===== src/rtl/vrrq_pkg.sv =====
package vrrq_pkg;

   localparam int QUEUE_BYTES  = 1024;
   localparam int HEADER_BYTES = 4;
   localparam int MAX_RECORD   = 64;
   localparam int QUEUE_DEPTH  = 4;

   localparam int POS_W  = $clog2(QUEUE_BYTES);
   localparam int FREE_W = $clog2(QUEUE_BYTES + 1);
   localparam int RC_W   = $clog2(QUEUE_BYTES / HEADER_BYTES + 1);
   localparam int LEN_W  = 7;
   localparam int ADV_W  = $clog2(HEADER_BYTES + MAX_RECORD + 1);
   localparam int SUM_W  = POS_W + 8;
   localparam int ACC_W  = 8 * HEADER_BYTES;
   localparam int HCNT_W = $clog2(HEADER_BYTES + 1);

   localparam logic [2:0] OP_START  = 3'd0;
   localparam logic [2:0] OP_APPEND = 3'd1;
   localparam logic [2:0] OP_DEQ    = 3'd2;
   localparam logic [2:0] OP_PEEK   = 3'd3;
   localparam logic [2:0] OP_CLEAR  = 3'd4;

   typedef enum logic [2:0] {
      ST_OK       = 3'd0,
      ST_NO_SPACE = 3'd1,
      ST_EMPTY    = 3'd2,
      ST_SEQ      = 3'd3,
      ST_TOO_LONG = 3'd4
   } status_type;

   typedef enum logic [1:0] {
      CMD_REPLY  = 2'd0,
      CMD_START  = 2'd1,
      CMD_APPEND = 2'd2,
      CMD_READ   = 2'd3
   } cmd_kind_type;

   typedef struct packed {
      logic [2:0]       operation;
      logic [LEN_W-1:0] length;
      logic [7:0]       data_byte;
   } req_type;

   typedef struct packed {
      status_type        status;
      logic [7:0]        out_byte;
      logic              byte_valid;
      logic              last;
      logic [FREE_W-1:0] free_bytes;
      logic              queue_empty;
   } rsp_type;

   typedef struct packed {
      cmd_kind_type      kind;
      status_type        status;
      logic              dequeue;
      logic [LEN_W-1:0]  length;
      logic [7:0]        data_byte;
      logic [POS_W-1:0]  pos;
      logic [FREE_W-1:0] free;
   } cmd_type;

   typedef struct packed {
      logic             valid;
      logic [ADV_W-1:0] advance;
   } rep_type;

   function automatic logic [POS_W-1:0] ring_adv(input logic [POS_W-1:0] pos,
                                                 input logic [ADV_W-1:0] by);
      logic [SUM_W-1:0] sum;
      sum = SUM_W'(pos) + SUM_W'(by);
      if (sum >= SUM_W'(QUEUE_BYTES)) begin
         sum = sum - SUM_W'(QUEUE_BYTES);
      end
      return POS_W'(sum);
   endfunction

endpackage


===== src/rtl/vrrq_front.sv =====
module vrrq_front (
   input  logic              clock,
   input  logic              reset,
   input  logic              req_valid,
   output logic              req_ready,
   input  vrrq_pkg::req_type req_payload,
   input  logic              q_full,
   output logic              push,
   output vrrq_pkg::cmd_type push_cmd,
   input  vrrq_pkg::rep_type rep
);
   import vrrq_pkg::*;

   typedef enum logic [1:0] {
      F_RUN  = 2'b01,
      F_WAIT = 2'b10
   } front_state_type;

   front_state_type   state_ff, state_in;
   logic [POS_W-1:0]  head_ff, head_in;
   logic [POS_W-1:0]  tail_ff, tail_in;
   logic [FREE_W-1:0] free_ff, free_in;
   logic [LEN_W-1:0]  open_ff, open_in;
   logic [RC_W-1:0]   rc_ff, rc_in;
   logic              accept;
   logic [FREE_W:0]   free_sum;

   assign req_ready = (state_ff == F_RUN) && !q_full;
   assign accept    = req_valid && req_ready;
   assign push      = accept;
   assign free_sum  = {1'b0, free_ff} + (FREE_W + 1)'(rep.advance);

   always_comb begin
      state_in = state_ff;
      head_in  = head_ff;
      tail_in  = tail_ff;
      free_in  = free_ff;
      open_in  = open_ff;
      rc_in    = rc_ff;

      push_cmd.kind      = CMD_REPLY;
      push_cmd.status    = ST_OK;
      push_cmd.dequeue   = 1'b0;
      push_cmd.length    = req_payload.length;
      push_cmd.data_byte = req_payload.data_byte;
      push_cmd.pos       = tail_ff;

      unique case (state_ff)
         F_RUN: begin
            if (accept) begin
               unique case (req_payload.operation) inside
                  OP_START: begin
                     if (open_ff != '0) begin
                        push_cmd.status = ST_SEQ;
                     end else if (req_payload.length > LEN_W'(MAX_RECORD)) begin
                        push_cmd.status = ST_TOO_LONG;
                     end else if (SUM_W'(free_ff) < SUM_W'(HEADER_BYTES)
                                  + SUM_W'(req_payload.length)) begin
                        push_cmd.status = ST_NO_SPACE;
                     end else begin
                        push_cmd.kind = CMD_START;
                        free_in = free_ff - FREE_W'(HEADER_BYTES)
                                  - FREE_W'(req_payload.length);
                        tail_in = ring_adv(tail_ff, ADV_W'(HEADER_BYTES));
                        open_in = req_payload.length;
                        if (req_payload.length == '0) begin
                           rc_in = rc_ff + 1'b1;
                        end
                     end
                  end
                  OP_APPEND: begin
                     if (open_ff == '0) begin
                        push_cmd.status = ST_SEQ;
                     end else begin
                        push_cmd.kind = CMD_APPEND;
                        tail_in = ring_adv(tail_ff, ADV_W'(1));
                        open_in = open_ff - 1'b1;
                        if (open_ff == LEN_W'(1)) begin
                           rc_in = rc_ff + 1'b1;
                        end
                     end
                  end
                  OP_DEQ, OP_PEEK: begin
                     if (rc_ff == '0) begin
                        push_cmd.status = ST_EMPTY;
                     end else begin
                        push_cmd.kind = CMD_READ;
                        push_cmd.pos  = head_ff;
                        if (req_payload.operation == OP_DEQ) begin
                           push_cmd.dequeue = 1'b1;
                           rc_in    = rc_ff - 1'b1;
                           state_in = F_WAIT;
                        end
                     end
                  end
                  OP_CLEAR: begin
                     head_in = '0;
                     tail_in = '0;
                     free_in = FREE_W'(QUEUE_BYTES);
                     open_in = '0;
                     rc_in   = '0;
                  end
                  default: begin
                     push_cmd.status = ST_SEQ;
                  end
               endcase
            end
         end
         F_WAIT: begin
            // header plus stored length of the dequeued record comes back from the read side
            if (rep.valid) begin
               head_in  = ring_adv(head_ff, rep.advance);
               free_in  = (free_sum > (FREE_W + 1)'(QUEUE_BYTES)) ?
                          FREE_W'(QUEUE_BYTES) : FREE_W'(free_sum);
               state_in = F_RUN;
            end
         end
         default: begin
            state_in = F_RUN;
         end
      endcase
      push_cmd.free = free_in;
   end

   always_ff @(posedge clock) begin
      if (reset) begin
         state_ff <= F_RUN;
         head_ff  <= '0;
         tail_ff  <= '0;
         free_ff  <= FREE_W'(QUEUE_BYTES);
         open_ff  <= '0;
         rc_ff    <= '0;
      end else begin
         state_ff <= state_in;
         head_ff  <= head_in;
         tail_ff  <= tail_in;
         free_ff  <= free_in;
         open_ff  <= open_in;
         rc_ff    <= rc_in;
      end
   end

endmodule


===== config.mk =====
export PLATFORM = sky130hd
export DESIGN_NAME = vrrq_front
export DESIGN_NICKNAME = d
export VERILOG_FILES = /design/src/rtl/vrrq_pkg.sv /design/src/rtl/vrrq_front.sv
export SDC_FILE = /design/constraint.sdc
export NUM_CORES = 1
export LEC_CHECK = 0
export BUFFER_PORTS_ARGS = -buffer_cell sky130_fd_sc_hd__buf_4
export CAP_MARGIN = 40
export CORE_UTILIZATION = 45
export DETAILED_ROUTE_END_ITERATION = 7
export PLACE_DENSITY = 0.75
export SLEW_MARGIN = 20
export SYNTH_ARGS = -nofsm -noshare
export SYNTH_HDL_FRONTEND = slang
export SYNTH_SLANG_ARGS = --single-unit

===== constraint.sdc =====
create_clock -name clock -period 4.45 [get_ports clock]
set_input_delay 0 -clock clock [delete_from_list [all_inputs] [get_ports clock]]
set_output_delay 0 -clock clock [all_outputs]
set_load 0.1 [all_outputs]

==> metrics.txt <==
RSZ-0062 raised after global routing false; hold slack 0.0439 ps; DP Area 5440 µm²; Non-Filler Instances 820; # clock sinks 49; Initial Util 46.4%; Yosys warnings 0; Yosys top cell by area dfxtp_1; Lkg Pwr 2.29 nW; layout cells sized above 1 15.6%; peak supply drop 0.000136 V; Final #Nets 763; first-pass GRT wire length 22500 µm; dpl ws 1410 ps; area grow syn2layout 9.71%; worst reg2reg endpoint rc_ff[8]$_SDFFE_PP0P_; H-tree depth 2; Design Power 1.10 mW; number of synthesized flops with an enable pin 0; most common cell in the synthesized netlist a21oi_1; predominant post-synthesis flop cell dfxtp_1; crit start category flip-flop; launching point of the worst reg2reg path free_ff[1]$_SDFF_PP0_; post-synth top area share 19.4%; post-route ant nets 0; fillcell total 1045; Die Wd 108 µm; GR Util All Layers 24.3%; Peak Freq 290 MHz; drt drc 0; Final Cycle Share 77.5%; top cells by area, synth dfxtp_1 (19%), ha_1 (12%), a21oi_1 (5.2%); final std cell area, no fill 5540 µm²; clk root buf clkbuf_8; clock-pin transition on the worst setup and hold timing paths 110 ps; Avg Inst Size Synth 7.75 µm²; Clock Latency Late Sink 320 ps; vias in the first global route 4675; Core Box Area 10900 µm²; synth unique cells 81; total negative slack 0 ps; Hold EP push_cmd[26]; Critical Path Fanout Max 3; Worst EP required 4450 ps; Crit. End Element output pin; Vias/cell 6.16; routed len/inst 17.0 µm; P per Cell Area 198 nW/µm²; DR vias 5051; Post-Syn Instances 652; Yosys reg bits 49; DRT iter0 DRCs 407; cell count after placement 811; Post-synth top cells a21oi_1 (53), nand2_1 (51), dfxtp_1 (49), ha_1 (49), nor2_1 (44); # port buffers 57; GP Congestion 0.891; Rows 38; I/O pins 74; clk_skew 6.16 ps; pin count of the biggest net entering global routing 39; initial antenna violation count 0; reg2reg path depth 9; Mapped Area 5050 µm²; Die Span Y 108 µm; hold path cells 0; slew margin rel. 44.6%; Final Hold Viols 0; gr ovfl total 0; final wirelength 13900 µm; # diodes 0; syn_nets 736; die area 11700 µm²; final setup fails 0; HPWL after detailed placement 10700 µm; Finished Core Util 50.9%; max_cap viols 0; outcome complete, no violations; 1st-pass router iterations 5; Slew @ Worst Pin 830 ps; worst path arrival time 3450 ps; flop2flop setup slack 1460 ps; post-route setup slack 1000 ps; CTS tree built; Slew Limit Fails 0; Hold WC Path Type input port to output pin; Crit Path Class flip-flop to output pin; Hold Path Origin req_payload[5]; Async S/R FF share, synth 0%; Final min period 3450 ps; Seq/Total Area, Yosys 19.4%; Inserted Clock Buffers 5; post-cts sizing count 0; CTS max path bufs 2
-- metal layers --
layer / global-route usage [%] / vias up / part of all wire (%)
li1: - / 2434 / -
met1: 32.6 / 2420 / 46
met2: 40.3 / 183 / 46
met3: 3.44 / 14 / 6.8
met4: 6.85 / 0 / 1.1
met5: 0 / - / 0
-- cell families after synthesis --
group / after synthesis / synth area share [%]
multiplexers: 22 / 4.95
flip-flops: 49 / 19.4
AO/OA/AOI/OAI: 204 / 26.9
buffers and inverters: 84 / 7.95
adder cells (fa/ha/maj): 54 / 14.1
XOR/XNOR: 22 / 3.81
AND/OR/NAND/NOR: 217 / 22.9
-- sequential cells by signal, indices dropped and copies added, names as in the netlist --
signal,count
head_ff,10
rc_ff,9
state_ff,2
open_ff,7
tail_ff,10
free_ff,11
-- power by group --
| part | internal (mW) | switching (mW) |
|---|---|---|
| registers | 0.444 | 0.00959 |
| logic | 0.109 | 0.226 |
| clock network | 0.129 | 0.179 |
-- cell usage in the layout, fill, tap and decap left out, drive strengths merged, types with 14 or more instances in the layout --
cell   synthesis  layout
buf           25      59
a21oi         54      54
nand2         52      52
o21ai         51      51
ha            49      49
dfxtp         49      49
inv           44      45
nor2          44      44
nor3          20      20
nand3         19      19
xnor2         16      16
nor2b         16      16
mux2          14      14
-- timing repair --
item,in CTS,in global routing
endpoints found under the setup margin,0,0
hold buffers,1,0
hold endpoints to repair,1,0
setup buffers,0,0
-- critical path: stages (launching register included) --
cell,delay [ps]
dfxtp_1,360
ha_1,230
fa_1,420
and3_1,220
or3_1,370
a221oi_1,300
nand4_1,130
o31ai_1,420
a22oi_1,190
o21ai_1,180
buf_4,310
-- area by class of cell --
class	count	area, µm²	area share, %
timing repair buffer	60	453	8.17
multi-input combinational	519	3670	66.2
clock inverter	2	16.3	0.293
sequential	49	981	17.7
tap	140	175	3.16
inverter	44	165	2.98
clock buffer	6	82.6	1.49
-- worst max-delay path by stage --
| stage | endpoint | startpoint | slack [ps] | cells after the start |
|---|---|---|---|---|
| 6_report | push_cmd[0] | free_ff[0]$_SDFF_PP0_ | 1000 | 10 |
| 5_1_grt | push_cmd[2] | free_ff[0]$_SDFF_PP0_ | 780 | 10 |
| 4_1_cts | push_cmd[2] | free_ff[0]$_SDFF_PP0_ | 1030 | 10 |
| 3_5_place_dp | push_cmd[2] | free_ff[0]$_SDFF_PP0_ | 1410 | 10 |
| 3_3_place_gp | push_cmd[1] | free_ff[0]$_SDFF_PP0_ | 1520 | 10 |
| 2_1_floorplan | push_cmd[6] | free_ff[1]$_SDFF_PP0_ | 330 | 9 |
Note: power is estimated with default switching activity, not from simulation.
