File: src/rtl/vrrq_pkg.sv
package vrrq_pkg;

   localparam int QUEUE_BYTES  = 1024;
   localparam int HEADER_BYTES = 4;
   localparam int MAX_RECORD   = 64;
   localparam int QUEUE_DEPTH  = 4;

   localparam int POS_W  = $clog2(QUEUE_BYTES);
   localparam int FREE_W = $clog2(QUEUE_BYTES + 1);
   localparam int RC_W   = $clog2(QUEUE_BYTES / HEADER_BYTES + 1);
   localparam int LEN_W  = 7;
   localparam int ADV_W  = $clog2(HEADER_BYTES + MAX_RECORD + 1);
   localparam int SUM_W  = POS_W + 8;
   localparam int ACC_W  = 8 * HEADER_BYTES;
   localparam int HCNT_W = $clog2(HEADER_BYTES + 1);

   localparam logic [2:0] OP_START  = 3'd0;
   localparam logic [2:0] OP_APPEND = 3'd1;
   localparam logic [2:0] OP_DEQ    = 3'd2;
   localparam logic [2:0] OP_PEEK   = 3'd3;
   localparam logic [2:0] OP_CLEAR  = 3'd4;

   typedef enum logic [2:0] {
      ST_OK       = 3'd0,
      ST_NO_SPACE = 3'd1,
      ST_EMPTY    = 3'd2,
      ST_SEQ      = 3'd3,
      ST_TOO_LONG = 3'd4
   } status_type;

   typedef enum logic [1:0] {
      CMD_REPLY  = 2'd0,
      CMD_START  = 2'd1,
      CMD_APPEND = 2'd2,
      CMD_READ   = 2'd3
   } cmd_kind_type;

   typedef struct packed {
      logic [2:0]       operation;
      logic [LEN_W-1:0] length;
      logic [7:0]       data_byte;
   } req_type;

   typedef struct packed {
      status_type        status;
      logic [7:0]        out_byte;
      logic              byte_valid;
      logic              last;
      logic [FREE_W-1:0] free_bytes;
      logic              queue_empty;
   } rsp_type;

   typedef struct packed {
      cmd_kind_type      kind;
      status_type        status;
      logic              dequeue;
      logic [LEN_W-1:0]  length;
      logic [7:0]        data_byte;
      logic [POS_W-1:0]  pos;
      logic [FREE_W-1:0] free;
   } cmd_type;

   typedef struct packed {
      logic             valid;
      logic [ADV_W-1:0] advance;
   } rep_type;

   function automatic logic [POS_W-1:0] ring_adv(input logic [POS_W-1:0] pos,
                                                 input logic [ADV_W-1:0] by);
      logic [SUM_W-1:0] sum;
      sum = SUM_W'(pos) + SUM_W'(by);
      if (sum >= SUM_W'(QUEUE_BYTES)) begin
         sum = sum - SUM_W'(QUEUE_BYTES);
      end
      return POS_W'(sum);
   endfunction

endpackage

File: src/rtl/vrrq_cmd_queue.sv
module vrrq_cmd_queue (
   input  logic              clock,
   input  logic              reset,
   input  logic              push,
   input  vrrq_pkg::cmd_type push_cmd,
   output logic              full,
   input  logic              pop,
   output logic              empty,
   output vrrq_pkg::cmd_type head_cmd
);
   import vrrq_pkg::*;

   localparam int PTR_W = $clog2(QUEUE_DEPTH);
   localparam int CNT_W = $clog2(QUEUE_DEPTH + 1);

   cmd_type           slot_ff [QUEUE_DEPTH];
   logic [PTR_W-1:0]  wr_ff, wr_in;
   logic [PTR_W-1:0]  rd_ff, rd_in;
   logic [CNT_W-1:0]  cnt_ff, cnt_in;
   logic              do_push, do_pop;

   assign full     = (cnt_ff == CNT_W'(QUEUE_DEPTH));
   assign empty    = (cnt_ff == '0);
   assign do_push  = push && !full;
   assign do_pop   = pop && !empty;
   assign head_cmd = slot_ff[rd_ff];

   always_comb begin
      wr_in  = wr_ff;
      rd_in  = rd_ff;
      cnt_in = cnt_ff;
      if (do_push) begin
         wr_in = (wr_ff == PTR_W'(QUEUE_DEPTH - 1)) ? '0 : wr_ff + 1'b1;
      end
      if (do_pop) begin
         rd_in = (rd_ff == PTR_W'(QUEUE_DEPTH - 1)) ? '0 : rd_ff + 1'b1;
      end
      if (do_push && !do_pop) begin
         cnt_in = cnt_ff + 1'b1;
      end else if (do_pop && !do_push) begin
         cnt_in = cnt_ff - 1'b1;
      end
   end

   always_ff @(posedge clock) begin
      if (do_push) begin
         slot_ff[wr_ff] <= push_cmd;
      end
   end

   always_ff @(posedge clock) begin
      if (reset) begin
         wr_ff  <= '0;
         rd_ff  <= '0;
         cnt_ff <= '0;
      end else begin
         wr_ff  <= wr_in;
         rd_ff  <= rd_in;
         cnt_ff <= cnt_in;
      end
   end

endmodule

File: config.mk
export PLATFORM = sky130hd
export DESIGN_NAME = vrrq_cmd_queue
export DESIGN_NICKNAME = d
export VERILOG_FILES = /design/src/rtl/vrrq_pkg.sv /design/src/rtl/vrrq_cmd_queue.sv
export SDC_FILE = /design/constraint.sdc
export NUM_CORES = 1
export LEC_CHECK = 0
export ABC_AREA = 1
export BUFFER_PORTS_ARGS = -buffer_cell sky130_fd_sc_hd__buf_2
export CAP_MARGIN = 40
export CELL_PAD_IN_SITES_DETAIL_PLACEMENT = 2
export CELL_PAD_IN_SITES_GLOBAL_PLACEMENT = 2
export CORE_MARGIN = 2
export CORE_UTILIZATION = 40
export DETAILED_ROUTE_END_ITERATION = 6
export PLACE_DENSITY = 0.82
export SYNTH_ARGS = -nofsm -noshare
export SYNTH_HDL_FRONTEND = slang
export SYNTH_SLANG_ARGS = --single-unit
File: constraint.sdc
create_clock -name clock -period 3.8 [get_ports clock]
set_clock_uncertainty 0.1 [all_clocks]
set_input_delay 0.76 -clock clock [delete_from_list [all_inputs] [get_ports clock]]
set_output_delay 0.76 -clock clock [all_outputs]
set_load 0.05 [all_outputs]
==> results of run 1 <==
[flip-flops by register name (all words and copies together) (netlist names), named ones only]
signal / cells
wr_ff: 2
cnt_ff: 3
rd_ff: 2
slot_ff: 168
[placed cells by master, fill, tap and decap left out, types with 2 or more instances in the layout]
| cell | count |
|---|---|
| clkinv_1 | 4 |
| o22ai_1 | 42 |
| nor2_1 | 97 |
| nand2_1 | 14 |
| ha_1 | 6 |
| nor2_4 | 4 |
| clkbuf_16 | 17 |
| nand3b_1 | 2 |
| edfxtp_1 | 168 |
| a21oi_1 | 2 |
| inv_1 | 16 |
| bufinv_16 | 5 |
| o21ai_0 | 63 |
| buf_4 | 10 |
| clkbuf_1 | 3 |
| buf_2 | 89 |
| o21ai_1 | 22 |
| diode_2 | 2 |
| dfxtp_1 | 7 |
| clkinvlp_4 | 3 |
| dfxtp_2 | 2 |
[final timing paths]
| path | start | endpoint | slack [ns] | depth (start not counted) |
|---|---|---|---|---|
| worst max-delay path | flip-flop | head_cmd[17] | 0.60 | 4 |
| worst min-delay path | reset | cnt_ff[0]$_SDFFE_PP0P_ | 0.39 | 2 |
| worst max register to register | cnt_ff[0]$_SDFFE_PP0P_ | slot_ff[2][5]$_DFFE_PP_ | 1.37 | 5 |
| worst min register to register | wr_ff[1]$_SDFFE_PP0P_ | wr_ff[1]$_SDFFE_PP0P_ | 0.46 | 2 |
[cells by family after synthesis]
kind of cell | share of synthesized area
compound gates | 0.104
flops | 0.778
fa+ha+maj | 0.0142
xor+xnor | 0.00130
buf+inv | 0.0346
simple gates | 0.0682
[power by group]
group | internal [uW] | switching (uW) | total, uW | leakage (uW)
logic | 527 | 1950 | 2480 | 0.000960
registers | 2390 | 121 | 2510 | 0.00161
clock network | 1160 | 742 | 1900 | 0.000293
[worst max-delay path, stage by stage, from the launching register on]
cell and delay (ns):
dfxtp_2 0.34, buf_4 0.68, o21ai_0 0.25, o22ai_1 0.29
buf_2 0.32
[metrics by stage]
stage	setup WS, ns	power (uW)
floorplan	0.587	4330
global placement	1.22	4890
detailed placement	1.10	5020
CTS	0.635	6950
global route	0.471	7170
finish	0.598	6890
[per-layer routing]
metal,vias up,share of wire
met4,2,0.023
met2,116,0.54
li1,1952,-
met1,2220,0.40
met5,-,0.00069
met3,35,0.045
[area by class of cell]
class	count	area [um^2]	share of cell area
sequential	177	5230	0.651
multi-input combinational	256	1290	0.161
timing repair buffer	100	541	0.0673
tap	220	275	0.0343
antenna	2	5.00	0.000623
clock inverter	12	189	0.0235
inverter	18	67.6	0.00841
clock buffer	20	437	0.0544
==> impl_metrics.py, run 1 <==
metrics = {
    "clock_tree": {
        "cts_tree": "done",
        "cts.sinks": 177,
        "clkTransAtPathRegs_ns": 0.07,
        "numCtsBuffers": 17,
        "h-tree-depth": 4,
        "clk_latency_ns": 0.43,
        "ctsHoldBuffers": 0,
        "cts_setup_buffers": 0,
        "cts_resized": 0,
        "cts-root-buf": "clkbuf_16",
        "cts_max_path_buffers": 2,
    },
    "min_path": {
        "hold_class": "primary input to flip-flop",
    },
    "global_routing": {
        "gr-usage-met1": 0.246,
        "overflow": 0,
        "grtUsageMet3": 0.0571,
        "grt_pass1_vias": 4985,
        "grt_busiest_layer": "met2",
        "grt_max_degree": 85,
        "met2_usage": 0.399,
        "antenna_found_initial": 3,
        "grt_pass1_wl_um": 28600,
        "grt_use_total": 0.220,
    },
    "status": {
        "status": "complete, no violations",
    },
    "drt": {
        "drcViolationCount": 0,
        "drt-initial-drc-count": 250,
        "vias": 4325,
        "drt_first_pass_iters": 4,
        "wl_per_cell_um": 23.3,
        "viasPerCell": 5.37,
        "wl_um": 18800,
        "antenna_left": 0,
    },
    "logic_synthesis": {
        "yosysMostFrequentCell": "edfxtp_1",
        "synth_common_cells": "edfxtp_1 (168), nor2_1 (101), o21ai_0 (63)",
        "synth_top_area_cell": "edfxtp_1",
        "async_flop_share": 0,
        "yosys-top-cells-area": "edfxtp_1 (75%), nor2_1 (5.6%), o21ai_0 (4.7%), o22ai_1 (3.9%), dfxtp_1 (2.7%)",
        "yosys_warnings": 0,
        "synth_flop_cell": "edfxtp_1",
        "synth_area_per_cell_um2": 14.1,
        "ys_types": 20,
        "synth_fp_nets": 530,
        "synth_cells": 477,
        "yosysTopAreaCellShare": 0.751,
        "synth_area_mm2": 0.00672,
        "ys_ff_latch": 177,
        "synth_edf_count": 168,
        "yosysSeqAreaShare": 0.778,
    },
    "power_and_ir_drop": {
        "peakVddDrop_v": 0.000410,
        "p_leak_uw": 0.00287,
        "powerDensity_mw_per_mm2": 857,
    },
    "critical_path": {
        "crit_fanout": 84,
        "critical_path_required_ns": 2.94,
        "worstSetupEndpointType": "primary output",
        "worst-setup-path-type": "flip-flop to primary output",
        "crit_arrival_ns": 2.34,
        "crit_path_start_kind": "flip-flop",
    },
    "cells_and_area": {
        "area_delta_synth_final_pct": 19.6,
        "utilization": 0.486,
        "post-route-cell-area_mm2": 0.00803,
        "fillers": 1592,
        "fin_cells": 805,
        "final_net_count": 623,
        "drive_gt1_frac": 0.228,
    },
    "sta": {
        "finalCritPeriodShare": 0.843,
        "layout_min_cycle_time_ns": 3.20,
        "rsz0062_at_grt": "false",
        "drv_slew": 0,
        "timing.fmax_ghz": 0.312,
        "setup_viol": 0,
        "tns_ns": 0,
        "holdWs_ns": 0.393,
        "slew_headroom": 0.431,
        "hold_viol": 0,
        "worst_slew_pin_slew_ns": 0.854,
    },
    "place": {
        "placed_area_mm2": 0.00740,
        "dp_cells": 771,
        "globalplace.congestion": 0.745,
        "port_buffers": 89,
        "hpwlAfterDp_um": 10900,
    },
    "floorplanning": {
        "start_util": 0.407,
        "dieArea_mm2": 0.0178,
        "dieHeight_um": 134,
        "rows": 47,
        "die_w_um": 134,
        "io_pins": 90,
        "core_mm2": 0.0165,
    },
    "job": {
        "max_cap_viol_count": 0,
    },
}
Note: power is estimated with default switching activity, not from simulation.
==> run 2, diff against run 1 <==
--- a/config.mk
+++ b/config.mk
@@ -5,15 +5,15 @@
 export SDC_FILE = /design/constraint.sdc
 export NUM_CORES = 1
 export LEC_CHECK = 0
-export ABC_AREA = 1
+export ABC_AREA = 0
 export BUFFER_PORTS_ARGS = -buffer_cell sky130_fd_sc_hd__buf_2
 export CAP_MARGIN = 40
 export CELL_PAD_IN_SITES_DETAIL_PLACEMENT = 2
 export CELL_PAD_IN_SITES_GLOBAL_PLACEMENT = 2
 export CORE_MARGIN = 2
-export CORE_UTILIZATION = 40
+export CORE_UTILIZATION = 44
 export DETAILED_ROUTE_END_ITERATION = 6
-export PLACE_DENSITY = 0.82
+export PLACE_DENSITY = 0.81
 export SYNTH_ARGS = -nofsm -noshare
 export SYNTH_HDL_FRONTEND = slang
 export SYNTH_SLANG_ARGS = --single-unit
==> constraint.sdc (replaced) <==
create_clock -name clock -period 3 [get_ports clock]
set_clock_uncertainty 0.1 [all_clocks]
set_input_delay 0.6 -clock clock [delete_from_list [all_inputs] [get_ports clock]]
set_output_delay 0.6 -clock clock [all_outputs]
set_load 0.05 [all_outputs]
==> impl_metrics.py, run 2 <==
metrics = {
    "logic_synthesis": {
        "yosysSeqAreaShare": 0.799,
        "synth_edf_count": 168,
        "yosys_warnings": 0,
        "yosysTopAreaCellShare": 0.771,
        "ys_ff_latch": 177,
        "async_flop_share": 0,
        "ys_types": 26,
        "synth_common_cells": "edfxtp_1 (168), mux4_2 (42), dfxtp_1 (9)",
        "synth_fp_nets": 323,
        "yosys-top-cells-area": "edfxtp_1 (77%), mux4_2 (14%), dfxtp_1 (2.8%), ha_1 (1.1%), and3_2 (0.46%)",
        "yosysMostFrequentCell": "edfxtp_1",
        "synth_area_per_cell_um2": 24.2,
        "synth_top_area_cell": "edfxtp_1",
        "synth_cells": 270,
        "synth_flop_cell": "edfxtp_1",
        "synth_area_mm2": 0.00654,
    },
    "power_and_ir_drop": {
        "peakVddDrop_v": 0.000492,
        "p_leak_uw": 0.00271,
        "powerDensity_mw_per_mm2": 990,
    },
    "critical_path": {
        "crit_fanout": 7,
        "worst-setup-path-type": "flip-flop to flip-flop",
        "cpPeakStageDelay_ns": 0.46,
        "critical_path_required_ns": 3.26,
        "critical_path_buf_inv_count": 2,
        "critical_path.top_delay_family": "simple AND/OR/NAND/NOR gates",
        "crit_start": "cnt_ff[0]$_SDFFE_PP0P_",
        "crit_path_start_kind": "flip-flop",
        "crit_path_cell_trace": "or3b_1 -> clkinv_4 -> nor2_2 -> ha_1 -> inv_1 -> fa_1 -> xor2_1 -> or3_2 -> a21oi_1",
        "crit_arrival_ns": 2.98,
        "r2r_start": "cnt_ff[0]$_SDFFE_PP0P_",
        "worstSetupEndpointType": "flip-flop",
        "slowest_stage": "dfxtp_1",
    },
    "clock_tree": {
        "ctsHoldBuffers": 0,
        "numCtsBuffers": 17,
        "cts-root-buf": "clkbuf_16",
        "clkTransAtPathRegs_ns": 0.07,
        "cts_tree": "done",
        "cts.sinks": 177,
        "cts_resized": 0,
        "cts_max_path_buffers": 2,
        "h-tree-depth": 4,
        "clk_latency_ns": 0.43,
        "cts_setup_buffers": 0,
    },
    "sta": {
        "rsz0062_at_grt": "false",
        "hold_viol": 0,
        "drv_slew": 0,
        "tns_ns": 0,
        "layout_min_cycle_time_ns": 2.72,
        "finalWorstSetupSlack_ns": 0.279,
        "finalCritPeriodShare": 0.907,
        "slew_headroom": 0.613,
        "timing.fmax_ghz": 0.368,
        "worst_slew_pin_slew_ns": 0.581,
        "setup_viol": 0,
    },
    "global_routing": {
        "grt_use_total": 0.230,
        "grt_pass1_wl_um": 25400,
        "grt_max_degree": 27,
        "overflow": 0,
        "grt_pass1_vias": 3604,
        "antenna_found_initial": 1,
    },
    "place": {
        "place_ws_ns": 0.303,
        "hpwlAfterDp_um": 10100,
        "globalplace.congestion": 0.728,
        "port_buffers": 89,
    },
    "cells_and_area": {
        "final_net_count": 427,
        "n_antenna_cell": 0,
        "final_common_cell": "edfxtp_1",
        "final_cell_mix": "edfxtp_1 (168), buf_2 (89), mux4_2 (42)",
        "area_delta_synth_final_pct": 21.4,
        "drive_gt1_frac": 0.465,
        "largest_register_ffs": 168,
        "top_register": "slot_ff",
        "top_regs": "slot_ff x168, cnt_ff x3",
    },
    "floorplanning": {
        "dieArea_mm2": 0.0159,
        "io_pins": 90,
        "dieHeight_um": 126,
        "die_w_um": 126,
        "rows": 44,
        "start_util": 0.450,
        "core_mm2": 0.0145,
    },
    "drt": {
        "wl_per_cell_um": 30.0,
        "drt_first_pass_iters": 4,
        "viasPerCell": 5.61,
        "antenna_left": 0,
        "drcViolationCount": 0,
        "vias": 3202,
        "wl_um": 17100,
        "drt-initial-drc-count": 139,
    },
    "job": {
        "max_cap_viol_count": 0,
    },
    "status": {
        "status": "complete, no violations",
    },
    "min_path": {
        "min-delay-start": "push_cmd[29]",
        "hold_class": "primary input to flip-flop",
    },
}
-- run 2: final cells by class --
type | instances | area [um^2]
well taps | 184 | 230
clock inverters | 14 | 236
flip-flops and latches | 177 | 5230
inverters | 5 | 23.8
fillers | 1225 | 6590
repair buffers | 97 | 568
multi-input cells | 76 | 1220
clock buffers | 18 | 429
-- run 2: power breakdown --
part	leakage [uW]	switching, uW	internal [uW]
combinational	0.000782	1540	671
sequential	0.00161	126	3000
clock	0.000315	970	1560
total	0.00271	2630	5230
-- run 2: per-stage QoR --
stage | util | hold WS [ns] | area (um^2) | std cells | power (uW)
after floorplan | - | 0.363 | 6540 | 270 | 4780
after global placement | 0.501 | 0.374 | 7270 | 539 | 5250
after detailed placement | 0.501 | 0.412 | 7270 | 539 | 5370
after CTS | 0.546 | 0.262 | 7940 | 571 | 7970
after global routing | 0.546 | 0.268 | 7940 | 571 | 8130
final | 0.546 | 0.280 | 7940 | 571 | 7860
-- run 2: path summary, 6_finish.rpt --
| check | endpoint | slack (ns) | cells past startpoint |
|---|---|---|---|
| worst max register to register | cnt_ff[2]$_SDFFE_PP0P_ | 0.28 | 9 |
| worst min-delay path | slot_ff[3][29]$_DFFE_PP_ | 0.28 | 1 |
| worst min register to register | flip-flop | 0.43 | 2 |
| worst max-delay path | cnt_ff[2]$_SDFFE_PP0P_ | 0.28 | 9 |
-- run 2: kinds of logic after synthesis --
kind of cell,after synthesis,synth area share
DFF,177,0.799
muxes,44,0.148
buffers and inverters,17,0.0143
and+or+nand+nor,16,0.0143
AOI/OAI and AO/OA,7,0.00765
adders and majority gates,7,0.0145
xor gates and xnor gates,2,0.00268
-- run 2: metal layers --
layer,vias to the layer above,wire length [um],track usage
li1,1350,-,-
met1,1735,7020,0.289
met2,97,9190,0.400
met3,18,726,0.0552
met4,2,183,0.0679
met5,-,13,0
